### src/design/cha_pkg.sv
// Shared types, codes and CRC helpers for the checked handle allocator.
// Used by every module of the block; depends on nothing else.
package cha_pkg;

	localparam int ENTRIES_DEF = 1024;

	localparam logic [1:0] ACT_ALLOC   = 2'd0;
	localparam logic [1:0] ACT_RELEASE = 2'd1;
	localparam logic [1:0] ACT_LOOKUP  = 2'd2;

	localparam logic [2:0] ST_OK      = 3'd0;
	localparam logic [2:0] ST_CRC     = 3'd1;
	localparam logic [2:0] ST_VERSION = 3'd2;
	localparam logic [2:0] ST_ROOT    = 3'd3;
	localparam logic [2:0] ST_RANGE   = 3'd4;
	localparam logic [2:0] ST_STALE   = 3'd5;
	localparam logic [2:0] ST_FULL    = 3'd6;

	localparam logic [7:0] HANDLE_FORMAT = 8'd1;
	localparam logic [7:0] CRC_POLY      = 8'h07;
	localparam logic [7:0] CRC_TOP       = 8'h80;
	localparam int         CRC_BYTES     = 120 / 8;
	localparam int         CRC_BITS      = CRC_BYTES * 8;

	localparam int QUEUE_DEPTH = 2;

	typedef logic [CRC_BITS-1:0][7:0] crc_cols_t;

	// one classified request travelling from front to back
	typedef struct packed {
		logic [1:0]  action;
		logic [2:0]  status;
		logic [23:0] fid;
		logic [23:0] revision;
		logic [19:0] base;
		logic [63:0] context_word;
	} cha_item_t;

	typedef struct packed {
		logic [2:0]  status;
		logic [23:0] fid;
		logic [23:0] revision;
		logic [7:0]  version;
		logic [19:0] root;
		logic [19:0] base;
		logic [7:0]  check;
		logic [63:0] context_word;
	} cha_result_t;

	// bit-serial reference form, only evaluated at elaboration
	function automatic logic [7:0] crc_serial(input logic [CRC_BITS-1:0] img);
		logic [7:0] c;
		c = '0;
		for (int i = 0; i < CRC_BYTES; i++) begin
			c = c ^ img[8*i +: 8];
			for (int b = 0; b < 8; b++) begin
				if ((c & CRC_TOP) != 8'd0) begin
					c = (c << 1) ^ CRC_POLY;
				end else begin
					c = c << 1;
				end
			end
		end
		return c;
	endfunction

	function automatic crc_cols_t crc_build_cols();
		crc_cols_t cols;
		logic [CRC_BITS-1:0] unit_v;
		for (int i = 0; i < CRC_BITS; i++) begin
			unit_v = '0;
			unit_v[i] = 1'b1;
			cols[i] = crc_serial(unit_v);
		end
		return cols;
	endfunction

	// CRC of each single set bit; zero init makes the CRC linear
	localparam crc_cols_t CRC_COLS = crc_build_cols();

	function automatic logic [7:0] crc_fast(input logic [CRC_BITS-1:0] img);
		logic [7:0] c;
		c = '0;
		for (int i = 0; i < CRC_BITS; i++) begin
			if (img[i]) begin
				c = c ^ CRC_COLS[i];
			end
		end
		return c;
	endfunction

	// image: word0 = {base, root, revision}, then low 56 bits of word1
	function automatic logic [CRC_BITS-1:0] handle_image(
		input logic [23:0] revision,
		input logic [19:0] root,
		input logic [19:0] base,
		input logic [7:0]  version,
		input logic [23:0] fid,
		input logic [23:0] spare
	);
		return {spare, fid, version, base, root, revision};
	endfunction

endpackage

### src/design/cha_front.sv
// Front end: takes request beats, checks CRC, version, root and range.
// Root is checked for lookups only. Depends on cha_pkg; feeds cha_queue.
module cha_front #(
	parameter int ENTRIES = cha_pkg::ENTRIES_DEF
) (
	input  logic               in_valid,
	output logic               in_ready,
	input  logic [1:0]         action,
	input  logic [23:0]        handle_fid,
	input  logic [23:0]        handle_revision,
	input  logic [7:0]         handle_version,
	input  logic [19:0]        handle_root,
	input  logic [19:0]        base_value,
	input  logic [23:0]        handle_spare,
	input  logic [7:0]         handle_check,
	input  logic [63:0]        context_in,
	input  logic [19:0]        node_rank,
	input  logic               q_full,
	output logic               push,
	output cha_pkg::cha_item_t item
);

	localparam logic [24:0] ENTRIES_C = 25'(ENTRIES);

	logic [7:0] crc_calc;
	logic [2:0] pre_status;

	assign crc_calc = cha_pkg::crc_fast(cha_pkg::handle_image(handle_revision, handle_root,
		base_value, handle_version, handle_fid, handle_spare));

	always_comb begin
		priority if (crc_calc != handle_check) begin
			pre_status = cha_pkg::ST_CRC;
		end else if (handle_version != cha_pkg::HANDLE_FORMAT) begin
			pre_status = cha_pkg::ST_VERSION;
		end else if (action == cha_pkg::ACT_LOOKUP && handle_root != node_rank) begin
			pre_status = cha_pkg::ST_ROOT;
		end else if ({1'b0, handle_fid} >= ENTRIES_C) begin
			pre_status = cha_pkg::ST_RANGE;
		end else begin
			pre_status = cha_pkg::ST_OK;
		end
	end

	assign in_ready = !q_full;
	assign push     = in_valid && !q_full;

	always_comb begin
		item.action       = action;
		item.status       = pre_status;
		item.fid          = handle_fid;
		item.revision     = handle_revision;
		item.base         = base_value;
		item.context_word = context_in;
	end

endmodule

### config.mk
export PLATFORM = sky130hd
export DESIGN_NAME = cha_front
export DESIGN_NICKNAME = d
export VERILOG_FILES = /design/src/design/cha_pkg.sv /design/src/design/cha_front.sv
export SDC_FILE = /design/constraint.sdc
export NUM_CORES = 1
export LEC_CHECK = 0
export ABC_CLOCK_PERIOD_IN_PS = 4200
export BUFFER_PORTS_ARGS = -buffer_cell sky130_fd_sc_hd__buf_2
export CAP_MARGIN = 20
export CELL_PAD_IN_SITES_DETAIL_PLACEMENT = 0
export CELL_PAD_IN_SITES_GLOBAL_PLACEMENT = 1
export CORE_MARGIN = 10
export CORE_UTILIZATION = 27
export DETAILED_ROUTE_END_ITERATION = 12
export PLACE_DENSITY = 0.84
export SETUP_SLACK_MARGIN = 0.15
export SLEW_MARGIN = 20
export SYNTH_ARGS = -nofsm -noshare
export SYNTH_HDL_FRONTEND = slang
export SYNTH_SLANG_ARGS = --single-unit
### constraint.sdc
create_clock -name vclk -period 4.2
set_input_delay 0.42 -clock vclk [all_inputs]
set_output_delay 0.42 -clock vclk [all_outputs]
set_load 0.02 [all_outputs]
==> results of run 1 <==
-- cells by family (layout without fill, tap and decap cells) --
| kind of cell | Yosys count | after routing | synth area share (%) |
|---|---|---|---|
| AO/OA/AOI/OAI | 5 | 5 | 1.16 |
| buffers and inverters | 136 | 230 | 25.3 |
| XOR/XNOR | 251 | 251 | 70.2 |
| AND/OR/NAND/NOR | 23 | 23 | 3.37 |
-- where the power goes --
group	total [mW]	switching, mW	internal [mW]
sequential	0	0	0
combinational	1.72	0.734	0.987
clock	0	0	0
-- layer usage --
layer / part of all wire, % / vias to the layer above
li1: - / 1392
met1: 39 / 1280
met2: 50 / 172
met3: 10 / 23
met4: 1.0 / 0
met5: 0 / -
-- cell type report --
| cell class | instances | area (um2) | area share [%] |
|---|---|---|---|
| multi-input combinational | 279 | 2990 | 68.4 |
| timing repair buffer | 228 | 1140 | 26.1 |
| tap | 184 | 230 | 5.26 |
| inverter | 2 | 7.51 | 0.172 |
-- worst paths after layout --
kind	end	depth (start not counted)	start	slack, ns
min	item[16]	0	context_in[16]	0.84
max	item[133]	10	handle_root[2]	0.37
-- synthesized netlist by cell type (2+ instances only) --
master / count
and3_1: 2
buf_4: 134
inv_1: 2
nand2_1: 2
nand3_1: 4
nand4_1: 2
nor3_1: 2
nor4_1: 6
or3_1: 2
xnor2_1: 165
xnor2_2: 2
xnor3_1: 40
xnor3_2: 2
xor2_1: 41
-- per-stage QoR --
step           instance area (um2)  total power, mW  utilization [%]  setup WS (ns)  hold WS (ns)
2_1_floorplan                 4010             1.48                -          0.827         0.917
3_3_place_gp                  4370             1.73             30.1          0.401         0.840
3_5_place_dp                  4370             1.74             30.1          0.393         0.840
4_1_cts                       4370             1.75             30.1          0.385         0.840
5_1_grt                       4370             1.85             30.1          0.207         0.840
6_report                      4370             1.72             30.1          0.365         0.840
==> results.toml, run 1 <==
[timing]
final.setup.tns_ns = 0
worst_slew_pin_slew_ns = 0.505
max_freq_mhz = 261
slew_headroom_pct = 66.0
period_needed_ns = 3.83
fin_crit_sh_pct = 91.3
finalSetupViolCount = 0
slew_violations = 0
grt_setup_unrepaired = "no"
hold_viol_final = 0

[detailed_routing]
via_count = 2867
wl_per_cell_um = 21.9
drt_iter0_markers = 61
via_per_inst = 4.14
dr.pass1.iters = 4
postRouteAntennaNets = 0
wl_um = 15200
drc = 0

[worst_setup_path]
crit_arrival_ns = 3.41
critPathMaxStageDelay_ns = 0.52
crit_path_end_kind = "primary output"
cp-start-kind = "input port"
required_ns = 3.78
worstSetupPathType = "input port to primary output"
worstPathMaxFanout = 3
cp_num_buf_inv = 2
crit_slowest_cell = "xnor3_4"
crit_chain = "buf_2 > xnor3_1 > xnor3_1 > xnor2_1 > xnor3_4 > xnor2_1 > or3_1 > a221oi_2 > and3_1 > buf_2"
crit_family = "XOR/XNOR gates"

[finish]
final_cells = 693
area_growth_pct = 9.18
flops_and_latches = 0
fin_nets = 727
layout_commonest_cell = "buf_2"
antenna_cells = 0
nFillCells = 1607
clkbuf_count = 0
area.sequential_um2 = 0
mostFrequentLayoutCells = "227 x buf_2, 165 x xnor2_1, 41 x xor2_1"
layout-drive-gt1-share_pct = 46.2

[die]
die_x_um = 142
die_area_mm2 = 0.0201
die_y_um = 142
placement_rows = 44
start_util_pct = 27.6
num_io_pins = 355
core_area_mm2 = 0.0145

[logic_synthesis]
yosysUniqueCellTypes = 23
synth_warnings = 0
yosysTopAreaCellShare_pct = 36.1
ys_seq_area_share_pct = 0
netlist_instances = 415
synth_area_per_cell_um2 = 9.65
synthTopCellsByArea = "xnor2_1 36%, buf_4 25%, xnor3_1 22%"
synth_top_cell_by_area = "xnor2_1"
synthesis.nets = 631
netlist_area_mm2 = 0.00401

[global_routing]
antenna_found_initial = 0
grt-busiest-layer = "met2"
grt_pass1_vias = 3430
gr-usage-met3_pct = 4.64
grt.total_usage_pct = 14.1
grt_pass1_wl_um = 21300
grtUsageMet2_pct = 25.2
grt_start_max_net_pins = 5
grt_remaining_overflow = 0
grt_use_met1_pct = 16.4

[clock_tree]
post_cts_buffers = 0
ctsHoldBuffers = 0
cts_resized = 0

[place]
port_buffers = 227
dp.cells = 693
routabilityCongestion = 0.883
place_hpwl_um = 14200

[job]
drv_cap = 0

[min_path]
worstHoldPathType = "input port to primary output"

[pwr]
ir_worst_vdd_mv = 0.213
p_per_area_mw_per_mm2 = 393
cellLeakagePower_nw = 2.15

[outcome]
status = "finished, final reports clean"
(Power assumes the default switching activity.)
==> inputs of run 2 (changes only) <==
==> constraint.sdc (replaced) <==
create_clock -name vclk -period 4.2
set_input_delay 1.05 -clock vclk [all_inputs]
set_output_delay 1.05 -clock vclk [all_outputs]
set_load 0.02 [all_outputs]
==> results.toml, run 2 (synthesis gave the netlist of run 1 again) <==
[outcome]
status = "finished with violations"
violations = "setup timing"

[finish]
mostFrequentLayoutCells = "220 x buf_2, 146 x buf_4, 145 x xnor2_1"
fin_nets = 871
clkbuf_count = 0
layout_commonest_cell = "buf_2"
fin_area_mm2 = 0.00572
nFillCells = 1523
area_growth_pct = 42.9
layout-drive-gt1-share_pct = 62.5
area.sequential_um2 = 0
flops_and_latches = 0

[detailed_routing]
wl_per_cell_um = 19.3
dr.pass1.iters = 4
drt_iter0_markers = 36
postRouteAntennaNets = 0
via_count = 3365
drc = 0
via_per_inst = 4.02
wl_um = 16200

[worst_setup_path]
critPathMaxStageDelay_ns = 0.46
required_ns = 3.15
crit_chain = "buf_2 > buf_4 > xor2_2 > xnor2_2 > xnor3_1 > xnor3_1 > xnor2_2 > or3_4 > a221oi_4 > and3_4 > buf_6"
crit_arrival_ns = 3.75
worstPathMaxFanout = 3
worstSetupPathType = "input port to primary output"
crit_path_end_kind = "primary output"
crit_slowest_cell = "xnor3_1"
cp-start-kind = "input port"

[global_routing]
grt_remaining_overflow = 0
grt.total_usage_pct = 14.9
grtUsageMet2_pct = 27.2
antenna_found_initial = 1
grt-busiest-layer = "met2"
grt_pass1_wl_um = 22900
grt_start_max_net_pins = 4
grt_use_met1_pct = 17.5
grt_pass1_vias = 3883
gr-usage-met3_pct = 3.70

[pwr]
p_int_mw = 1.38
p_per_area_mw_per_mm2 = 398
p_sw_mw = 0.899
cellLeakagePower_nw = 2.99
pwr-share-clk_pct = 0
seqPwrFrac_pct = 0
ir_worst_vdd_mv = 0.277
combPwrFrac_pct = 100.0
switching_share_pct = 39.5

[min_path]
worstHoldPathType = "input port to primary output"

[timing]
fin_crit_sh_pct = 114
fin_ws_ns = -0.598
slew_violations = 0
period_needed_ns = 4.80
slew_headroom_pct = 63.9
max_freq_mhz = 208
hold_viol_final = 0
finalSetupViolCount = 3
worst_slew_pin_slew_ns = 0.537
grt_setup_unrepaired = "yes"

[place]
routabilityCongestion = 0.926
place_hpwl_um = 15300
port_buffers = 227
pre_cts_slack_ns = -0.695
placed_area_mm2 = 0.00546

[die]
die_area_mm2 = 0.0201
num_io_pins = 355
die_y_um = 142
placement_rows = 44
start_util_pct = 27.6
die_x_um = 142
core_area_mm2 = 0.0145

[job]
drv_cap = 0
## run 2: cell count changes in the layout (fill, tap and decap cells not counted), moves of 3 or more
cell / previous run / this run
buf_4: 1 / 146
xnor2_1: 165 / 145
xnor2_2: 2 / 21
buf_2: 227 / 220
buf_6: 0 / 5
xor2_1: 41 / 38
xor2_2: 0 / 3
## run 2: through the flow
step	hold slack (ns)	TNS, ns	utilization (%)	cells	power (mW)
2_1_floorplan	2.18	-0.706	-	415	1.50
3_3_place_gp	2.10	-1.94	37.5	830	1.99
3_5_place_dp	2.10	-2.01	37.5	830	1.99
4_1_cts	2.10	-1.74	38.3	832	2.11
5_1_grt	2.10	-1.93	39.4	837	2.42
6_report	2.10	-1.76	39.4	838	2.28
## run 2: area by class of cell
class              instances  area (um2)  share of cell area (%)
multi-input cells        279        3210                    56.1
repair buffers           372        2270                    39.7
well taps                184         230                    4.02
inverters                  2        7.51                   0.131
diodes                     1        2.50                  0.0437
## run 2: timing repair
item                                    4_1_cts  5_1_grt
hold buffers                                  0        0
setup buffers                                 2        5
gates resized for setup                      18       17
pin swaps                                     4       20
endpoints found under the setup margin        3        3
## run 2: power groups by stage
| stage | registers [mW] | logic [mW] | clock network (mW) |
|---|---|---|---|
| after floorplan | 0 | 1.50 | 0 |
| after global placement | 0 | 1.99 | 0 |
| after detailed placement | 0 | 1.99 | 0 |
| after CTS | 0 | 2.11 | 0 |
| after global routing | 0 | 2.42 | 0 |
| final | 0 | 2.28 | 0.0000000318 |
## run 2: per-layer routing
metal | vias to the layer above | wire length [um]
li1 | 1677 | -
met4 | 0 | 153
met3 | 24 | 1230
met2 | 154 | 8210
met1 | 1510 | 6570
met5 | - | 0
## run 2: worst max-delay path: cells and delay by family
family	cells	cell delay, ns
XOR/XNOR	5	1.42
AND/OR/NAND/NOR	2	0.64
AO/OA/AOI/OAI	1	0.29
buffers and inverters	3	0.35
## run 2: final timing paths
path	startpoint	to	slack (ns)	cells past startpoint
min	context_in[7]	item[7]	2.10	0
max	handle_spare[2]	item[134]	-0.60	11
