===== config.mk =====
export PLATFORM = sky130hd
export DESIGN_NAME = cha_queue
export DESIGN_NICKNAME = d
export VERILOG_FILES = /design/src/design/cha_pkg.sv /design/src/design/cha_queue.sv
export SDC_FILE = /design/constraint.sdc
export NUM_CORES = 1
export LEC_CHECK = 0
export BUFFER_PORTS_ARGS = -buffer_cell sky130_fd_sc_hd__buf_2
export CAP_MARGIN = 20
export CORE_ASPECT_RATIO = 0.75
export CORE_MARGIN = 3
export CORE_UTILIZATION = 49
export DETAILED_ROUTE_END_ITERATION = 7
export GPL_ROUTABILITY_DRIVEN = 0
export GPL_TIMING_DRIVEN = 0
export HOLD_SLACK_MARGIN = 0.12
export PLACE_DENSITY = 0.76
export SLEW_MARGIN = 20
export SYNTH_ARGS = -nofsm -noshare
export SYNTH_HDL_FRONTEND = slang
export SYNTH_SLANG_ARGS = --single-unit

===== constraint.sdc =====
create_clock -name clk -period 7.8 [get_ports clk]
set_input_delay 1.56 -clock clk [delete_from_list [all_inputs] [get_ports clk]]
set_output_delay 1.56 -clock clk [all_outputs]
set_load 0.01 [all_outputs]

===== src/design/cha_pkg.sv =====
// Shared types, codes and CRC helpers for the checked handle allocator.
// Used by every module of the block; depends on nothing else.
package cha_pkg;

	localparam int ENTRIES_DEF = 1024;

	localparam logic [1:0] ACT_ALLOC   = 2'd0;
	localparam logic [1:0] ACT_RELEASE = 2'd1;
	localparam logic [1:0] ACT_LOOKUP  = 2'd2;

	localparam logic [2:0] ST_OK      = 3'd0;
	localparam logic [2:0] ST_CRC     = 3'd1;
	localparam logic [2:0] ST_VERSION = 3'd2;
	localparam logic [2:0] ST_ROOT    = 3'd3;
	localparam logic [2:0] ST_RANGE   = 3'd4;
	localparam logic [2:0] ST_STALE   = 3'd5;
	localparam logic [2:0] ST_FULL    = 3'd6;

	localparam logic [7:0] HANDLE_FORMAT = 8'd1;
	localparam logic [7:0] CRC_POLY      = 8'h07;
	localparam logic [7:0] CRC_TOP       = 8'h80;
	localparam int         CRC_BYTES     = 120 / 8;
	localparam int         CRC_BITS      = CRC_BYTES * 8;

	localparam int QUEUE_DEPTH = 2;

	typedef logic [CRC_BITS-1:0][7:0] crc_cols_t;

	// one classified request travelling from front to back
	typedef struct packed {
		logic [1:0]  action;
		logic [2:0]  status;
		logic [23:0] fid;
		logic [23:0] revision;
		logic [19:0] base;
		logic [63:0] context_word;
	} cha_item_t;

	typedef struct packed {
		logic [2:0]  status;
		logic [23:0] fid;
		logic [23:0] revision;
		logic [7:0]  version;
		logic [19:0] root;
		logic [19:0] base;
		logic [7:0]  check;
		logic [63:0] context_word;
	} cha_result_t;

	// bit-serial reference form, only evaluated at elaboration
	function automatic logic [7:0] crc_serial(input logic [CRC_BITS-1:0] img);
		logic [7:0] c;
		c = '0;
		for (int i = 0; i < CRC_BYTES; i++) begin
			c = c ^ img[8*i +: 8];
			for (int b = 0; b < 8; b++) begin
				if ((c & CRC_TOP) != 8'd0) begin
					c = (c << 1) ^ CRC_POLY;
				end else begin
					c = c << 1;
				end
			end
		end
		return c;
	endfunction

	function automatic crc_cols_t crc_build_cols();
		crc_cols_t cols;
		logic [CRC_BITS-1:0] unit_v;
		for (int i = 0; i < CRC_BITS; i++) begin
			unit_v = '0;
			unit_v[i] = 1'b1;
			cols[i] = crc_serial(unit_v);
		end
		return cols;
	endfunction

	// CRC of each single set bit; zero init makes the CRC linear
	localparam crc_cols_t CRC_COLS = crc_build_cols();

	function automatic logic [7:0] crc_fast(input logic [CRC_BITS-1:0] img);
		logic [7:0] c;
		c = '0;
		for (int i = 0; i < CRC_BITS; i++) begin
			if (img[i]) begin
				c = c ^ CRC_COLS[i];
			end
		end
		return c;
	endfunction

	// image: word0 = {base, root, revision}, then low 56 bits of word1
	function automatic logic [CRC_BITS-1:0] handle_image(
		input logic [23:0] revision,
		input logic [19:0] root,
		input logic [19:0] base,
		input logic [7:0]  version,
		input logic [23:0] fid,
		input logic [23:0] spare
	);
		return {spare, fid, version, base, root, revision};
	endfunction

endpackage


===== src/design/cha_queue.sv =====
// Short FIFO of classified requests between front and back ends.
// Depends on cha_pkg for the item type and depth.
module cha_queue (
	input  logic               clk,
	input  logic               arst_n,
	input  logic               push,
	input  cha_pkg::cha_item_t push_item,
	output logic               full,
	input  logic               pop,
	output logic               head_valid,
	output cha_pkg::cha_item_t head
);

	localparam int QD  = cha_pkg::QUEUE_DEPTH;
	localparam int QAW = (QD > 1) ? $clog2(QD) : 1;
	localparam int QCW = $clog2(QD + 1);

	cha_pkg::cha_item_t slots_q [QD];
	logic [QAW-1:0] wr_ptr_q, rd_ptr_q;
	logic [QCW-1:0] count_q;

	assign full       = (count_q == QCW'(QD));
	assign head_valid = (count_q != '0);
	assign head       = slots_q[rd_ptr_q];

	always_ff @(posedge clk) begin
		if (push) begin
			slots_q[wr_ptr_q] <= push_item;
		end
	end

	always_ff @(posedge clk or negedge arst_n) begin
		if (!arst_n) begin
			wr_ptr_q <= '0;
			rd_ptr_q <= '0;
			count_q  <= '0;
		end else begin
			if (push) begin
				wr_ptr_q <= (wr_ptr_q == QAW'(QD - 1)) ? '0 : wr_ptr_q + QAW'(1);
			end
			if (pop) begin
				rd_ptr_q <= (rd_ptr_q == QAW'(QD - 1)) ? '0 : rd_ptr_q + QAW'(1);
			end
			if (push && !pop) begin
				count_q <= count_q + QCW'(1);
			end else if (!push && pop) begin
				count_q <= count_q - QCW'(1);
			end
		end
	end

endmodule


==> run_results.csv, run 1 <==
group,metric,value,unit
clock_network,cts_tree,"yes",
grt,busiest_layer,"met2",
clock_network,post_cts_resize_count,0,
floorplanning,die-height,130,um
grt,grt_overflow,0,
floorplanning,start_util,0.511,
power_and_ir_drop,clockPowerShare,0.269,
placement,portBuffers,279,
worst_setup_path,worstSetupStartpointType,"register",
power_and_ir_drop,p_sw_frac,0.277,
route,drc,0,
timing,finalSetupViolations,0,
route,routed_via_density,5.04,
route,final_antenna_net_count,0,
floorplanning,ios,280,
grt,gr-usage-met2,0.287,
timing,fin_tns_setup,0,ns
clock_network,clk_latency,0.51,ns
timing,tightest_slew,0.770,ns
worst_setup_path,crit_required,6.24,ns
placement,post_dp_cell_area,12000,um2
run_status,status,"completed",
grt,grt_pass1_vias,5485,
route,drt-pass1-iter-count,4,
synth,synth_top_area_cell,"edfxtp_1",
finish,final_layout_size_suffix_gt1_frac,0.614,
worst_setup_path,setup.worst_path.end_class,"output port",
finish,nets,899,
clock_network,cts_buffers,27,
power_and_ir_drop,ir_worst_vdd,0.000234,V
power_and_ir_drop,pwr-share-seq,0.433,
timing,max-slew-margin-rel,0.485,
synth,yosysSeqAreaShare,0.823,
synth,synth_cells,442,
placement,hpwl,14000,um
timing,finalClockSkew,0.00799,ns
synth,yosys_most_used_dff,"edfxtp_1",
grt,grt_antenna_before_repair,3,
worst_setup_path,path_class,"reg2out",
grt,grt.total_usage,0.170,
timing,fmax,291,MHz
clock_network,post_cts.repair.setup_buffers,0,
worst_setup_path,crit_arrival,1.88,ns
clock_network,cts-root-buf,"clkbuf_16",
synth,synth-seq-cells,278,
worst_setup_path,critPathMostFrequentCell,"buf_6",
finish,post-route-util,0.650,
grt,grt_max_degree,57,
clock_network,clock_path_buffers,3,
power_and_ir_drop,powerDensity,367,nW/um2
power_and_ir_drop,p_comb_frac,0.298,
synth,ys_top_cells_by_area,"edfxtp_1, mux2_2, buf_6, dfrtp_1, xor2_1",
synth,syn_avg_cell_area,22.9,um2
synth,yosysTopAreaCellShare,0.813,
timing,post-route-period-util,0.441,
floorplanning,die_w,172,um
floorplanning,die_area,22400,um2
floorplanning,rows,44,
route,wire_per_inst,19.3,um
synth,syn_area,10100,um2
clock_network,clk_pin_slew,0.06,ns
finish,fin_area,12900,um2
power_and_ir_drop,p_sw,1310,uW
worst_hold_path,hold_class,"reg2reg",
synth,synthMostInstantiatedCell,"edfxtp_1",
worst_setup_path,slowest_delay,0.40,ns
synth,ys_warn_count,0,
job,maxCapViolCount,0,
synth,synth_common_cells,"edfxtp_1, mux2_2, buf_6",
synth,synth_edf_count,274,
timing,drv_slew,0,
timing,hold_ws,0.524,ns
clock_network,ctsHoldBuffers,0,
route,drtIter0Drc,288,
worst_setup_path,crit_slowest_cell,"dfrtp_1",
route,vias,5185,
power_and_ir_drop,p_leak,0.00489,uW
worst_setup_path,crit_chain,"buf_6, buf_6, mux2_2, buf_2",
timing,grt_setup_unrepaired,"no",
synth,syn_nets,584,
synth,yosysUniqueCellTypes,13,
clock_network,clock_sinks,278,
grt,use_met1,0.209,
timing,hold_violations,0,
timing,post-route-min-period,3.44,ns
finish,n_fill_cell,1354,
route,wirelength,19900,um
grt,grt_pass1_wl,29500,um
worst_setup_path,path_max_fanout,10,
synth,async_reset_ff_frac,0.0144,
grt,gr-usage-met3,0.0668,
finish,area_delta_synth_final,27.4,%
floorplanning,coreArea,19800,um2
clock_network,htree_levels,1,
power_and_ir_drop,p_int,3420,uW
[stage by stage]
stage	total power, uW	setup slack [ns]	std cells
floorplan	2960	2.23	442
global placement	3450	0.638	974
detailed placement	3510	4.62	981
CTS	4790	4.30	1027
global route	4960	4.26	1027
finish	4730	4.36	1028
[logic make-up (layout without fill, tap and decap cells)]
kind of cell / count (synthesis) / after routing / synth area share
other: 0 / 1 / 0
xor gates and xnor gates: 5 / 5 / 0.00433
adders and majority gates: 1 / 1 / 0.00124
and+or+nand+nor: 5 / 5 / 0.00284
buffers and inverters: 16 / 348 / 0.0164
DFF: 278 / 278 / 0.823
muxes: 137 / 137 / 0.152
[critical path: cells and delay by family, from the launching register on]
family / cells / cell delay [ns]
buffers and inverters: 3 / 0.59
flip-flops: 1 / 0.40
multiplexers: 1 / 0.37
[layout make-up]
class / instances / area (um2) / share of cell area
Antenna cell: 1 / 2.50 / 0.000194
Multi-Input combinational cell: 148 / 1640 / 0.127
Timing Repair Buffer: 286 / 1570 / 0.122
Clock inverter: 13 / 168 / 0.0130
Inverter: 1 / 3.75 / 0.000291
Clock buffer: 33 / 698 / 0.0542
Buffer: 15 / 163 / 0.0126
Tap cell: 253 / 317 / 0.0246
Sequential cell: 278 / 8330 / 0.646
[power by group through the flow]
stage	combinational [uW]	clock [uW]	sequential, uW
detailed placement	1430	0	2080
floorplan	863	0	2090
CTS	1440	1310	2050
global placement	1330	0	2120
finish	1410	1270	2050
global route	1520	1370	2070
[state kept, by name, indices dropped and copies added (netlist names)]
name	flops
slots_q	274
count_q	2
wr_ptr_q	1
rd_ptr_q	1
[layout by cell type, fill, tap and decap left out]
cell / count
clkbuf_1: 6
xor2_1: 4
buf_6: 14
diode_2: 1
buf_12: 2
nor2b_4: 1
bufinv_16: 4
buf_16: 5
nor2_1: 1
or2_2: 1
mux2_2: 137
ha_1: 1
inv_8: 1
dfrtp_1: 4
and2_4: 1
nor2b_1: 1
buf_2: 280
inv_6: 1
edfxtp_1: 274
inv_1: 1
clkbuf_16: 27
clkinv_2: 1
xnor2_1: 1
clkinv_1: 6
[layer usage]
layer	part of all wire	routed length, um
met1	0.39	7800
met2	0.48	9620
met3	0.10	2040
met4	0.020	392
met5	0.0014	28
[path summary, 6_finish.rpt]
kind / startpoint / to / slack, ns / cells after the start
max: rd_ptr_q / head[129] / 4.36 / 4
min: count_q[1] / count_q[1] / 0.52 / 1
max reg2reg: wr_ptr_q / slots_q[0][11] / 5.94 / 3
min reg2reg: count_q[1] / count_q[1] / 0.52 / 1
max in group asynchronous: arst_n / count_q[1] / 6.85 / 1
min in group asynchronous: arst_n / rd_ptr_q / 0.84 / 1
Power figures use the tool's default switching activity.
==> run 2: changes to the inputs <==
--- a/config.mk
+++ b/config.mk
@@ -5,6 +5,7 @@
 export SDC_FILE = /design/constraint.sdc
 export NUM_CORES = 1
 export LEC_CHECK = 0
+export ABC_AREA = 1
 export BUFFER_PORTS_ARGS = -buffer_cell sky130_fd_sc_hd__buf_2
 export CAP_MARGIN = 20
 export CORE_ASPECT_RATIO = 0.75
==> constraint.sdc (replaced) <==
create_clock -name clk -period 3.2 [get_ports clk]
set_input_delay 0.64 -clock clk [delete_from_list [all_inputs] [get_ports clk]]
set_output_delay 0.64 -clock clk [all_outputs]
set_load 0.01 [all_outputs]
==> run_results.csv, run 2 <==
group,metric,value,unit
floorplanning,rows,44,
timing,drv_slew,0,
timing,grt_setup_unrepaired,"no",
route,wirelength,20100,um
finish,antenna_cells,0,
synth,yosysSeqAreaShare,0.821,
route,final_antenna_net_count,0,
route,vias,5236,
route,drc,0,
worst_setup_path,path_class,"reg2out",
finish,final_layout_size_suffix_gt1_frac,0.611,
floorplanning,die_w,172,um
synth,yosysUniqueCellTypes,13,
synth,syn_nets,593,
run_status,status,"completed",
grt,grt_pass1_wl,29700,um
synth,ys_warn_count,0,
floorplanning,coreArea,19800,um2
finish,layout_commonest_cell,"buf_2",
placement,hpwl,14300,um
timing,post-route-period-util,0.778,
timing,hold_ws,0.313,ns
synth,yosys_most_used_dff,"edfxtp_1",
route,routed_via_density,5.02,
clock_network,ctsHoldBuffers,1,
timing,finalSetupViolations,0,
floorplanning,die_area,22500,um2
finish,nets,911,
finish,post-route-util,0.656,
timing,max-slew-margin-rel,0.568,
clock_network,clk_latency,0.51,ns
clock_network,post_cts.repair.setup_buffers,0,
finish,mostFrequentLayoutCells,"buf_2, edfxtp_1, mux2_2, clkbuf_16, buf_6",
synth,synth-seq-cells,278,
timing,hold_violations,0,
synth,synthMostInstantiatedCell,"edfxtp_1",
worst_setup_path,worstSetupStartpointType,"register",
power_and_ir_drop,ir_worst_vdd,0.000649,V
finish,regMostFlops,"slots_q",
clock_network,cts_tree,"yes",
synth,syn_area,10100,um2
route,drt-pass1-iter-count,7,
worst_setup_path,path_max_fanout,10,
finish,largestRegisters,"slots_q: 274 flops, count_q: 2 flops",
grt,grt_max_degree,35,
clock_network,post_cts_resize_count,0,
floorplanning,start_util,0.512,
timing,finalClockSkew,0.00748,ns
placement,portBuffers,279,
worst_setup_path,crit_required,2.56,ns
clock_network,cts-root-buf,"clkbuf_16",
synth,synth_common_cells,"edfxtp_1, mux2_2, buf_6",
synth,synth_cells,451,
clock_network,clk_pin_slew,0.06,ns
power_and_ir_drop,powerDensity,898,nW/um2
synth,synth_edf_count,274,
grt,grt.total_usage,0.169,
power_and_ir_drop,p_leak,0.00496,uW
clock_network,clock_sinks,278,
finish,area_delta_synth_final,28.2,%
job,maxCapViolCount,0,
worst_hold_path,hold_class,"in2reg",
clock_network,clock_path_buffers,3,
worst_setup_path,setup.worst_path.end_class,"output port",
timing,fmax,402,MHz
synth,async_reset_ff_frac,0.0144,
floorplanning,die-height,131,um
finish,largest_reg_flops,274,
route,drtIter0Drc,265,
synth,ys_top_cells_by_area,"edfxtp_1, mux2_2, buf_6, dfrtp_1, inv_1",
grt,grt_antenna_before_repair,3,
floorplanning,ios,280,
synth,yosysTopAreaCellShare,0.811,
timing,post-route-min-period,2.49,ns
worst_setup_path,crit_arrival,1.85,ns
timing,tightest_slew,0.646,ns
synth,synth_top_area_cell,"edfxtp_1",
clock_network,htree_levels,1,
clock_network,cts_buffers,27,
grt,grt_pass1_vias,5631,
route,wire_per_inst,19.2,um
synth,syn_avg_cell_area,22.5,um2
grt,grt_overflow,0,
## run 2: cell type report
cell class / instances / area (um2)
sequential: 278 / 8330
fill: 1322 / 6820
multi-input combinational: 151 / 1630
timing repair buffer: 289 / 1620
clock buffer: 31 / 691
tap: 253 / 317
clock inverter: 18 / 226
buffer: 15 / 163
inverter: 7 / 30.0
## run 2: kinds of logic after synthesis
logic type               count (synthesis)  synth area share
XOR/XNOR                                 3           0.00259
multiplexers                           137             0.152
buffers and inverters                   22            0.0186
AND/OR/NAND/NOR                         10           0.00407
flip-flops                             278             0.821
adder cells (fa/ha/maj)                  1           0.00123
## run 2: final timing paths
kind                                    start              to  slack (ns)  cells after the start
worst max-delay path                 rd_ptr_q        head[11]        0.71                      4
worst min-delay path            push_item[25]  slots_q[0][25]        0.31                      1
worst max register to register       wr_ptr_q  slots_q[1][76]        1.20                      4
worst min register to register     count_q[1]      count_q[1]        0.52                      2
max in group asynchronous              arst_n      count_q[0]        2.60                      2
min in group asynchronous              arst_n        rd_ptr_q        0.48                      2
## run 2: worst max-delay path, cell delays in order (launching register included)
cell and delay [ns]:
dfrtp_1 0.41, buf_6 0.23, buf_6 0.19, mux2_2 0.35, buf_2 0.15
## run 2: stage by stage
step                      setup WS (ns)  setup TNS, ns  std cells  total power [uW]  area (um2)
after floorplan                  0.0558              0        451              7170       10200
after global placement            -1.03        -263.06        983              8380       11900
after detailed placement          0.827              0        992              8580       12100
after CTS                         0.643              0       1042             11800       13000
after global routing              0.598              0       1042             12200       13000
final                             0.710              0       1042             11700       13000
## run 2: per-layer routing
layer / vias to the layer above / part of all wire / wire length [um] / GRT usage
met4: 6 / 0.020 / 394 / 0.0422
met3: 33 / 0.11 / 2110 / 0.0677
met1: 2551 / 0.38 / 7690 / 0.199
met5: - / 0.0020 / 41 / 0
li1: 2426 / - / - / -
met2: 220 / 0.49 / 9820 / 0.295
## run 2: report_power, final
group | internal [uW] | switching [uW]
sequential | 4820 | 165
clock | 1960 | 1250
combinational | 1660 | 1810
total | 8440 | 3230
